[src/sv/one_wire_pulse_width_cmd_tx_unit_defines.svh]
// Assertion macros used by owpt_core.
// Both expect signals named clk and rst in the scope of use.
`ifndef ONE_WIRE_PULSE_WIDTH_CMD_TX_UNIT_DEFINES_SVH
`define ONE_WIRE_PULSE_WIDTH_CMD_TX_UNIT_DEFINES_SVH

`ifndef SYNTH
`define OWPT_ASSERT_NOW(lbl, pre, post) \
  lbl: assert property (@(posedge clk) disable iff (rst) (pre) |-> (post)) \
    else $error("owpt check failed");
`define OWPT_ASSERT_NEXT(lbl, pre, post) \
  lbl: assert property (@(posedge clk) disable iff (rst) (pre) |=> (post)) \
    else $error("owpt check failed");
`else
`define OWPT_ASSERT_NOW(lbl, pre, post)
`define OWPT_ASSERT_NEXT(lbl, pre, post)
`endif

`endif

[src/sv/owpt_pkg.sv]
package owpt_pkg;

  localparam int ADDR_W = 4;
  localparam int DATA_W = 32;

  // register indexes, paddr[3:2]
  localparam logic [1:0] REG_START_LOW = 2'd0;
  localparam logic [1:0] REG_LONG      = 2'd1;
  localparam logic [1:0] REG_SHORT     = 2'd2;
  localparam logic [1:0] REG_TIMEOUT   = 2'd3;

  localparam logic [12:0] START_LOW_RST = 13'd5000;
  localparam logic [11:0] LONG_RST      = 12'd1200;
  localparam logic [11:0] SHORT_RST     = 12'd400;
  localparam logic [11:0] TIMEOUT_RST   = 12'd2000;

  typedef struct packed {
    logic       action;
    logic [7:0] cmd_byte;
    logic       busy_level;
  } in_t;

  typedef struct packed {
    logic data_line;
    logic idle;
    logic done_res;
    logic timed_out;
    logic rejected;
  } out_t;

  typedef struct packed {
    logic [12:0] start_low_ticks;
    logic [11:0] long_ticks;
    logic [11:0] short_ticks;
    logic [11:0] busy_timeout_ticks;
  } cfg_t;

endpackage

[src/sv/owpt_apb_regs.sv]
module owpt_apb_regs
  import owpt_pkg::*;
(
  input  logic              clk,
  input  logic              rst,
  input  logic              psel,
  input  logic              penable,
  input  logic              pwrite,
  input  logic [ADDR_W-1:0] paddr,
  input  logic [DATA_W-1:0] pwdata,
  output logic [DATA_W-1:0] prdata,
  output logic              pready,
  output cfg_t              cfg
);

  logic wr_en;

  assign pready = 1'b1;
  assign wr_en  = psel && penable && pwrite;

  always_ff @(posedge clk) begin
    if (rst) begin
      cfg.start_low_ticks    <= START_LOW_RST;
      cfg.long_ticks         <= LONG_RST;
      cfg.short_ticks        <= SHORT_RST;
      cfg.busy_timeout_ticks <= TIMEOUT_RST;
    end else if (wr_en) begin
      unique case (paddr[3:2])
        REG_START_LOW: cfg.start_low_ticks    <= pwdata[12:0];
        REG_LONG:      cfg.long_ticks         <= pwdata[11:0];
        REG_SHORT:     cfg.short_ticks        <= pwdata[11:0];
        REG_TIMEOUT:   cfg.busy_timeout_ticks <= pwdata[11:0];
        default: ;
      endcase
    end
  end

  always_comb begin
    unique case (paddr[3:2])
      REG_START_LOW: prdata = {{(DATA_W-13){1'b0}}, cfg.start_low_ticks};
      REG_LONG:      prdata = {{(DATA_W-12){1'b0}}, cfg.long_ticks};
      REG_SHORT:     prdata = {{(DATA_W-12){1'b0}}, cfg.short_ticks};
      REG_TIMEOUT:   prdata = {{(DATA_W-12){1'b0}}, cfg.busy_timeout_ticks};
      default:       prdata = '0;
    endcase
  end

endmodule

[src/sv/owpt_core.sv]
`include "one_wire_pulse_width_cmd_tx_unit_defines.svh"

module owpt_core
  import owpt_pkg::*;
#(
  parameter int BITS_PER_FRAME = 8
) (
  input  logic clk,
  input  logic rst,
  input  logic fire,
  input  in_t  req,
  input  cfg_t cfg,
  output out_t res
);

  localparam int BL_W = (BITS_PER_FRAME > 1) ? $clog2(BITS_PER_FRAME) : 1;
  localparam logic [BL_W-1:0] BITS_LAST = BL_W'(BITS_PER_FRAME - 1);

  typedef enum logic [2:0] {
    PH_IDLE  = 3'd0,
    PH_START = 3'd1,
    PH_HIGH  = 3'd2,
    PH_LOW   = 3'd3,
    PH_WAIT  = 3'd4
  } phase_t;

  phase_t      phase, phase_next;
  logic [12:0] tick_count, tick_count_next;
  logic [7:0]  shift_bits, shift_bits_next;
  logic [BL_W-1:0] bits_left, bits_left_next;
  logic        line_level, line_level_next;

  logic [12:0] tick_inc;
  logic [11:0] high_len, low_len;
  logic        done, tout, rej;

  assign tick_inc = tick_count + 13'd1;
  // a one is long high / short low, a zero the reverse
  assign high_len = shift_bits[0] ? cfg.long_ticks  : cfg.short_ticks;
  assign low_len  = shift_bits[0] ? cfg.short_ticks : cfg.long_ticks;

  always_comb begin
    phase_next      = phase;
    tick_count_next = tick_count;
    shift_bits_next = shift_bits;
    bits_left_next  = bits_left;
    line_level_next = line_level;
    done = 1'b0;
    tout = 1'b0;
    rej  = 1'b0;
    if (req.action) begin
      if (phase == PH_IDLE) begin
        shift_bits_next = req.cmd_byte;
        bits_left_next  = BITS_LAST;
        tick_count_next = '0;
        line_level_next = 1'b0;
        phase_next      = PH_START;
      end else begin
        rej = 1'b1;
      end
    end else begin
      unique case (phase)
        PH_IDLE: ;
        PH_START: begin
          tick_count_next = tick_inc;
          if (tick_inc >= cfg.start_low_ticks) begin
            tick_count_next = '0;
            line_level_next = 1'b1;
            phase_next      = PH_HIGH;
          end
        end
        PH_HIGH: begin
          tick_count_next = tick_inc;
          if (tick_inc >= {1'b0, high_len}) begin
            tick_count_next = '0;
            line_level_next = 1'b0;
            phase_next      = PH_LOW;
          end
        end
        PH_LOW: begin
          tick_count_next = tick_inc;
          if (tick_inc >= {1'b0, low_len}) begin
            tick_count_next = '0;
            line_level_next = 1'b1;
            shift_bits_next = {1'b0, shift_bits[7:1]};
            if (bits_left == '0) begin
              phase_next = PH_WAIT;
            end else begin
              bits_left_next = bits_left - BL_W'(1);
              phase_next     = PH_HIGH;
            end
          end
        end
        PH_WAIT: begin
          if (!req.busy_level) begin
            done = 1'b1;
          end else if (tick_count >= {1'b0, cfg.busy_timeout_ticks}) begin
            done = 1'b1;
            tout = 1'b1;
          end else begin
            tick_count_next = tick_inc;
          end
          if (done) begin
            tick_count_next = '0;
            line_level_next = 1'b1;
            phase_next      = PH_IDLE;
          end
        end
        default: begin
          phase_next      = PH_IDLE;
          line_level_next = 1'b1;
        end
      endcase
    end
  end

  assign res.data_line = line_level_next;
  assign res.idle      = (phase_next == PH_IDLE);
  assign res.done_res  = done;
  assign res.timed_out = tout;
  assign res.rejected  = rej;

  always_ff @(posedge clk) begin
    if (rst) begin
      phase      <= PH_IDLE;
      tick_count <= '0;
      shift_bits <= '0;
      bits_left  <= '0;
      line_level <= 1'b1;
    end else if (fire) begin
      phase      <= phase_next;
      tick_count <= tick_count_next;
      shift_bits <= shift_bits_next;
      bits_left  <= bits_left_next;
      line_level <= line_level_next;
    end
  end

  `OWPT_ASSERT_NOW(a_wait_line_high, phase == PH_WAIT || phase == PH_IDLE, line_level)
  `OWPT_ASSERT_NEXT(a_send_loads, fire && req.action && phase == PH_IDLE,
                    phase == PH_START && !line_level && bits_left == BITS_LAST)
  `OWPT_ASSERT_NEXT(a_reject_holds, fire && req.action && phase != PH_IDLE,
                    phase == $past(phase) && tick_count == $past(tick_count))
  `OWPT_ASSERT_NEXT(a_done_to_idle, fire && done, phase == PH_IDLE && tick_count == '0)

endmodule

[src/sv/owpt_out_reg.sv]
module owpt_out_reg
  import owpt_pkg::*;
(
  input  logic clk,
  input  logic rst,
  input  logic fire,
  input  out_t res,
  output logic hold_ok,
  output logic out_valid,
  input  logic out_ready,
  output out_t out_data
);

  // take a new result when empty or when the held one leaves this cycle
  assign hold_ok = !out_valid || out_ready;

  always_ff @(posedge clk) begin
    if (rst) begin
      out_valid <= 1'b0;
    end else if (hold_ok) begin
      out_valid <= fire;
    end
    if (fire) begin
      out_data <= res;
    end
  end

endmodule

[src/sv/one_wire_pulse_width_cmd_tx_unit.sv]
// A result is registered and valid in the cycle after its request is accepted.
// Throughput: one request per cycle while the output is not stalled; the
// output register refills in the same cycle its held result is taken.
// Reset (rst, synchronous, active high): idle phase, counters cleared,
// line high, no result held, registers back to their default timings.
module one_wire_pulse_width_cmd_tx_unit
  import owpt_pkg::*;
#(
  parameter int BITS_PER_FRAME = 8
) (
  input  logic              clk,
  input  logic              rst,
  input  logic              in_valid,
  output logic              in_ready,
  input  in_t               in_data,
  output logic              out_valid,
  input  logic              out_ready,
  output out_t              out_data,
  input  logic              psel,
  input  logic              penable,
  input  logic              pwrite,
  input  logic [ADDR_W-1:0] paddr,
  input  logic [DATA_W-1:0] pwdata,
  output logic [DATA_W-1:0] prdata,
  output logic              pready
);

  cfg_t cfg;
  out_t res;
  logic fire;

  assign fire = in_valid && in_ready;

  owpt_apb_regs u_regs (
    .clk     (clk),
    .rst     (rst),
    .psel    (psel),
    .penable (penable),
    .pwrite  (pwrite),
    .paddr   (paddr),
    .pwdata  (pwdata),
    .prdata  (prdata),
    .pready  (pready),
    .cfg     (cfg)
  );

  owpt_core #(
    .BITS_PER_FRAME (BITS_PER_FRAME)
  ) u_core (
    .clk  (clk),
    .rst  (rst),
    .fire (fire),
    .req  (in_data),
    .cfg  (cfg),
    .res  (res)
  );

  owpt_out_reg u_out (
    .clk       (clk),
    .rst       (rst),
    .fire      (fire),
    .res       (res),
    .hold_ok   (in_ready),
    .out_valid (out_valid),
    .out_ready (out_ready),
    .out_data  (out_data)
  );

endmodule
[config.mk]
export PLATFORM = sky130hd
export DESIGN_NAME = one_wire_pulse_width_cmd_tx_unit
export DESIGN_NICKNAME = d
export VERILOG_FILES = /design/src/sv/owpt_pkg.sv /design/src/sv/owpt_apb_regs.sv /design/src/sv/owpt_core.sv /design/src/sv/owpt_out_reg.sv /design/src/sv/one_wire_pulse_width_cmd_tx_unit.sv
export VERILOG_INCLUDE_DIRS = /design/src /design/src/sv
export SDC_FILE = /design/constraint.sdc
export NUM_CORES = 1
export LEC_CHECK = 0
export BUFFER_PORTS_ARGS = -buffer_cell sky130_fd_sc_hd__buf_2
export CAP_MARGIN = 20
export CORE_MARGIN = 2
export CORE_UTILIZATION = 30
export CTS_CLUSTER_SIZE = 24
export DETAILED_ROUTE_END_ITERATION = 16
export GPL_TIMING_DRIVEN = 0
export SYNTH_ARGS = -nofsm -noshare
export SYNTH_HDL_FRONTEND = slang
export SYNTH_SLANG_ARGS = --single-unit
[constraint.sdc]
create_clock -name clk -period 9.2 [get_ports clk]
set_clock_uncertainty 0.15 [all_clocks]
set_input_delay 2.76 -clock clk [delete_from_list [all_inputs] [get_ports clk]]
set_output_delay 2.76 -clock clk [all_outputs]
set_load 0.01 [all_outputs]
==> Word-level counts from Yosys, hierarchy flattened <==
Index checks and enable logic that the tools add are counted.
{ "op_classes": {"addsub": 2, "magnitude_cmp": 4, "n_eq_ne": 11, "muxes": 41, "bitwise_logic": 2, "n_reduce_logical": 21} }
{ "op_table": {"columns": ["operator", "n"], "rows": [
  ["$pmux 32 s4", 1],
  ["$mux 13", 8],
  ["$pmux 13 s4", 1],
  ["$ge 13x12->1", 3],
  ["$mux 3", 12],
  ["$mux 8", 4],
  ["$mux 12", 2],
  ["$pmux 3 s5", 1],
  ["$add 13x1->13 const B", 1],
  ["$ge 13x13->1", 1],
  ["$mux 1", 11],
  ["$reduce_and 5->1", 2],
  ["$logic_not 3->1", 3],
  ["$reduce_and 2->1", 4],
  ["$eq 3x2->1 const B", 2],
  ["$pmux 1 s5", 1],
  ["$reduce_bool 5->1", 1],
  ["$eq 2x2->1 const B", 2],
  ["$ne 4x3->1 const B", 1],
  ["$ne 4x4->1 const B", 1],
  ["$reduce_and 4->1", 1],
  ["$reduce_bool 2->1", 2],
  ["$eq 3x1->1 const B", 1],
  ["$eq 3x3->1 const B", 1],
  ["other kinds (11)", 14]
]} }
{ "word_totals": {"register_bits": 83, "input_bits": 53, "output_inout_bits": 40} }

==> Logic depth before layout (Yosys ltp) <==
{ "logic_depth": {"depth_word": 9, "mapped_depth": 16} }

==> Hierarchy <==
Synthesis repeated with hierarchy kept, for this count alone.
{ "unflattened": {"hier_cells": 650, "hier_area_um2": 6012.0} }
{ "by_module_without_submodules": {"columns": ["mod", "instances", "cells_per_inst", "area_per_inst_um2", "seq_area_each_um2"], "rows": [
  ["owpt_core", 1, 413, 3359.5, 560.5],
  ["owpt_apb_regs", 1, 227, 2449.8, 980.9],
  ["owpt_out_reg", 1, 9, 196.4, 170.2],
  ["one_wire_pulse_width_cmd_tx_unit", 1, 1, 6.3, 0.0]
]} }

==> Least setup slack after synthesis <==
No wires, ideal clock.
{ "synth_path": {"path_type": "input-to-output", "start": "input port paddr[2]", "end": "output port prdata[10]", "arrival_ns": 4.192, "required_ns": 6.290, "slack_ns": 2.098, "path_stages": 3, "n_path_buf": 2, "path_cell_list": "clkbuf_1 > buf_1 > mux4_2"} }
{ "synth_via": {"elab_chain_len": 2} }
{ "synth_rtl": {"columns": ["element", "line_no", "source"], "rows": [
  ["from (decl)", "one_wire_pulse_width_cmd_tx_unit.sv:22", "input logic [ADDR_W-1:0] paddr,"],
  ["$eq 2x2->1 (tied with other cells)", "owpt_apb_regs.sv:39", "unique case (paddr[3:2])"],
  ["$pmux 32 s4 (*)", "owpt_apb_regs.sv:39", null],
  ["to (decl)", "one_wire_pulse_width_cmd_tx_unit.sv:24", "output logic [DATA_W-1:0] prdata,"]
]} }
Mark *: on every way between the ends. The rest lies on a longest branch, timed or not. The select of a mux whose other input is x is not followed.

==> Final worst setup path <==
{ "layout_path": {"start": "input port paddr[2]", "end": "output port prdata[9]"} }
The elaborated chain is that of the path after synthesis.

==> impl_metrics.py <==
metrics = {
    "layout": {
        "final_cell_mix": "nand2_1, dfxtp_1, buf_2, a21oi_1, ha_1",
        "post_route_cells_drive_above_1_share_pct": 16.0,
        "stdcell_area_sq_um": 6480,
        "final_common_cell": "nand2_1",
        "utilization_pct": 35.7,
        "multi_input_area_sq_um": 3510,
        "nFillCells": 1900,
        "antenna_cells": 0,
        "regArea_sq_um": 1710,
        "syn2layout_area_growth_pct": 15.6,
        "nets": 843,
    },
    "synth": {
        "synth-seq-area-share_pct": 30.5,
        "netlist_area_sq_um": 5610,
        "synth_cells": 671,
        "async_reset_ff_share_pct": 0,
        "syn_area_per_cell_sq_um": 8.36,
        "ys_warn_count": 0,
        "synth-seq-cells": 83,
        "yosys.cell_types.count": 69,
        "synth_edf_count": 5,
        "ys.flop_type": "dfxtp_1",
    },
    "timing": {
        "min_period_over_period_pct": 84.1,
        "fmax_mhz": 129,
        "tightest_slew_ps": 913,
        "final_max_slew_viol_count": 0,
        "min_period_ps": 7740,
        "slew_headroom_pct": 38.3,
        "finalHoldViolCount": 0,
        "rsz0062_at_grt": "false",
        "fin_tns_setup_ps": 0,
        "setup_violations": 0,
    },
    "outcome": {
        "status": "finished, final reports clean",
    },
    "power_and_ir_drop": {
        "powerDensity_nw_per_um2": 132,
        "p_int_w": 0.000622,
        "combPwrFrac_pct": 14.1,
        "total_leakage_power_nw": 2.73,
        "p_total_w": 0.000855,
        "vdd_ir_drop_max_mv": 0.0662,
        "pwr-share-seq_pct": 44.5,
        "p_clk_share_pct": 41.4,
        "netSwitchingFraction_pct": 27.2,
        "power_switching_w": 0.000233,
    },
    "worst_setup_path": {
        "regToRegStartpoint": "u_core.shift_bits[0]",
        "endpoint_kind": "output port",
        "critPathKind": "in2out",
        "ff2ff_setup_slack_ps": 4030,
        "crit_arrival_ps": 4830,
        "critPathLaunch": "paddr[2]",
        "cp_max_fo": 10,
        "crit_chain": "clkbuf_1 > buf_1 > mux4_2 > buf_2",
        "cp_slowest_cell": "buf_1",
        "cp-endpoint": "prdata[9]",
        "rr_worst_depth": 15,
        "worstSetupStartpointType": "primary input",
        "reg2reg_to": "u_out.out_data[3]",
        "cp.required_ps": 6290,
        "slowest_delay_ps": 750,
    },
    "clock_network": {
        "cts_buffers": 9,
        "cts_buffer_depth": 2,
        "cts_root_buf": "clkbuf_16",
        "hold_buffers": 0,
        "h-tree-depth": 3,
        "clk_pin_slew_ps": 60,
        "cts_resized": 0,
        "cts.sink_count": 83,
        "insertion_delay_ps": 350,
        "tritoncts": "done",
        "cts_setup_buffers": 0,
    },
    "grt": {
        "grt_max_degree": 14,
        "grt_pass1_vias": 4834,
        "grt_pass1_wl_mm": 25.6,
        "grt_overflow": 0,
        "antenna_found_initial": 0,
        "grtUsageTotal_pct": 16.6,
    },
    "detailed_routing": {
        "viasPerCell": 5.09,
        "drt_first_pass_iters": 5,
        "wl_mm": 16.2,
        "routed-via-count": 4993,
        "drt_iter0_markers": 248,
        "wl_per_cell_um": 16.5,
        "drc": 0,
        "ant_nets": 0,
    },
    "die": {
        "die-area_sq_um": 19800,
        "coreArea_sq_um": 18100,
        "die_h_um": 141,
        "ios": 93,
        "die_width_um": 141,
        "rows": 49,
        "start_util_pct": 30.9,
    },
    "min_path": {
        "holdCritPathClass": "reg2reg",
    },
    "job": {
        "maxCapViolations": 0,
    },
    "placement": {
        "place_area_sq_um": 6200,
        "place_hpwl_mm": 12.4,
        "io_buffers": 47,
        "place.gp.congestion": 0.843,
    },
}
stage by stage:
stage               setup WS [ps]  hold WS [ps]  instances
floorplan                    2100           287        689
global placement             1470           307        965
detailed placement           1420           312        965
CTS                          1450           326        981
global route                 1290           349        981
finish                       1460           325        981
area by class of cell:
| class | count | share of cell area (%) |
|---|---|---|
| tap | 229 | 4.42 |
| inverter | 41 | 2.38 |
| sequential | 83 | 26.4 |
| buffer | 55 | 4.56 |
| timing repair buffer | 47 | 3.63 |
| clock buffer | 13 | 4.04 |
| multi-input combinational | 510 | 54.2 |
| clock inverter | 3 | 0.328 |
worst max-delay path, delay by kind of cell:
| kind | cells | cell delay [ps] |
|---|---|---|
| buffers and inverters | 3 | 1460 |
| multiplexers | 1 | 600 |
power by group through the flow:
stage / Sequential (W) / Combinational [W] / Clock [W]
6_report: 0.000380 / 0.000121 / 0.000354
5_1_grt: 0.000381 / 0.000133 / 0.000372
4_1_cts: 0.000380 / 0.000121 / 0.000360
3_5_place_dp: 0.000388 / 0.000120 / 0
3_3_place_gp: 0.000388 / 0.000119 / 0
2_1_floorplan: 0.000387 / 0.0000819 / 0
logic make-up after synthesis:
kind of cell / after synthesis / share of synthesized area (%)
compound gates: 157 / 18.1
xor+xnor: 11 / 1.72
fa+ha+maj: 47 / 10.3
buf+inv: 96 / 8.01
flops: 83 / 30.5
mux: 51 / 11.9
other cells: 2 / 0.134
simple gates: 224 / 19.3
synthesized netlist by cell type (all sizes together), types with 5 or more instances:
master / count / share of area, %
mux2: 5 / 1.0
nand4: 8 / 1.3
inv: 40 / 2.7
nand2: 109 / 7.3
ha: 43 / 9.6
a31oi: 7 / 0.78
buf: 29 / 3.5
a21oi: 52 / 4.6
o21a: 9 / 1.2
and3: 5 / 0.56
nand2b: 8 / 0.89
nor2b: 6 / 0.67
mux2i: 34 / 6.1
nor2: 33 / 2.2
o211ai: 13 / 1.7
a21o: 11 / 1.5
nand3: 23 / 2.1
edfxtp: 5 / 2.7
nor4: 5 / 0.67
mux4: 12 / 4.8
a211oi: 12 / 1.6
xnor2: 9 / 1.4
a32oi: 5 / 0.78
clkbuf: 26 / 1.7
nor3: 7 / 0.83
dfxtp: 78 / 28
o21ai: 24 / 2.2
metal layers:
layer / part of all wire [%] / wire length (um) / GRT usage, %
met5: 0 / 0 / 0
met1: 43 / 7040 / 20.6
met3: 4.3 / 695 / 2.48
met4: 3.2 / 521 / 8.11
met2: 49 / 7940 / 28.3
sequential cells by signal, summed over array words and instances, names as in the netlist:
| signal | count |
|---|---|
| u_core.line_level | 1 |
| u_out.out_valid | 1 |
| u_core.phase | 3 |
| u_core.bits_left | 3 |
| u_core.tick_count | 13 |
| u_out.out_data | 5 |
| u_core.shift_bits | 8 |
| u_regs.cfg | 49 |
worst min-delay path by stage:
stage / endpoint / startpoint / slack [ps] / cells after the start
3_5_place_dp: u_core.line_level / u_core.line_level / 310 / 2
2_1_floorplan: u_core.line_level / u_core.line_level / 290 / 2
3_3_place_gp: u_core.shift_bits[7] / u_core.shift_bits[7] / 310 / 2
4_1_cts: u_regs.cfg[1] / u_regs.cfg[1] / 330 / 2
6_report: u_regs.cfg[1] / u_regs.cfg[1] / 330 / 2
5_1_grt: u_core.line_level / u_core.line_level / 350 / 2
Note: power is estimated with default switching activity, not from simulation.
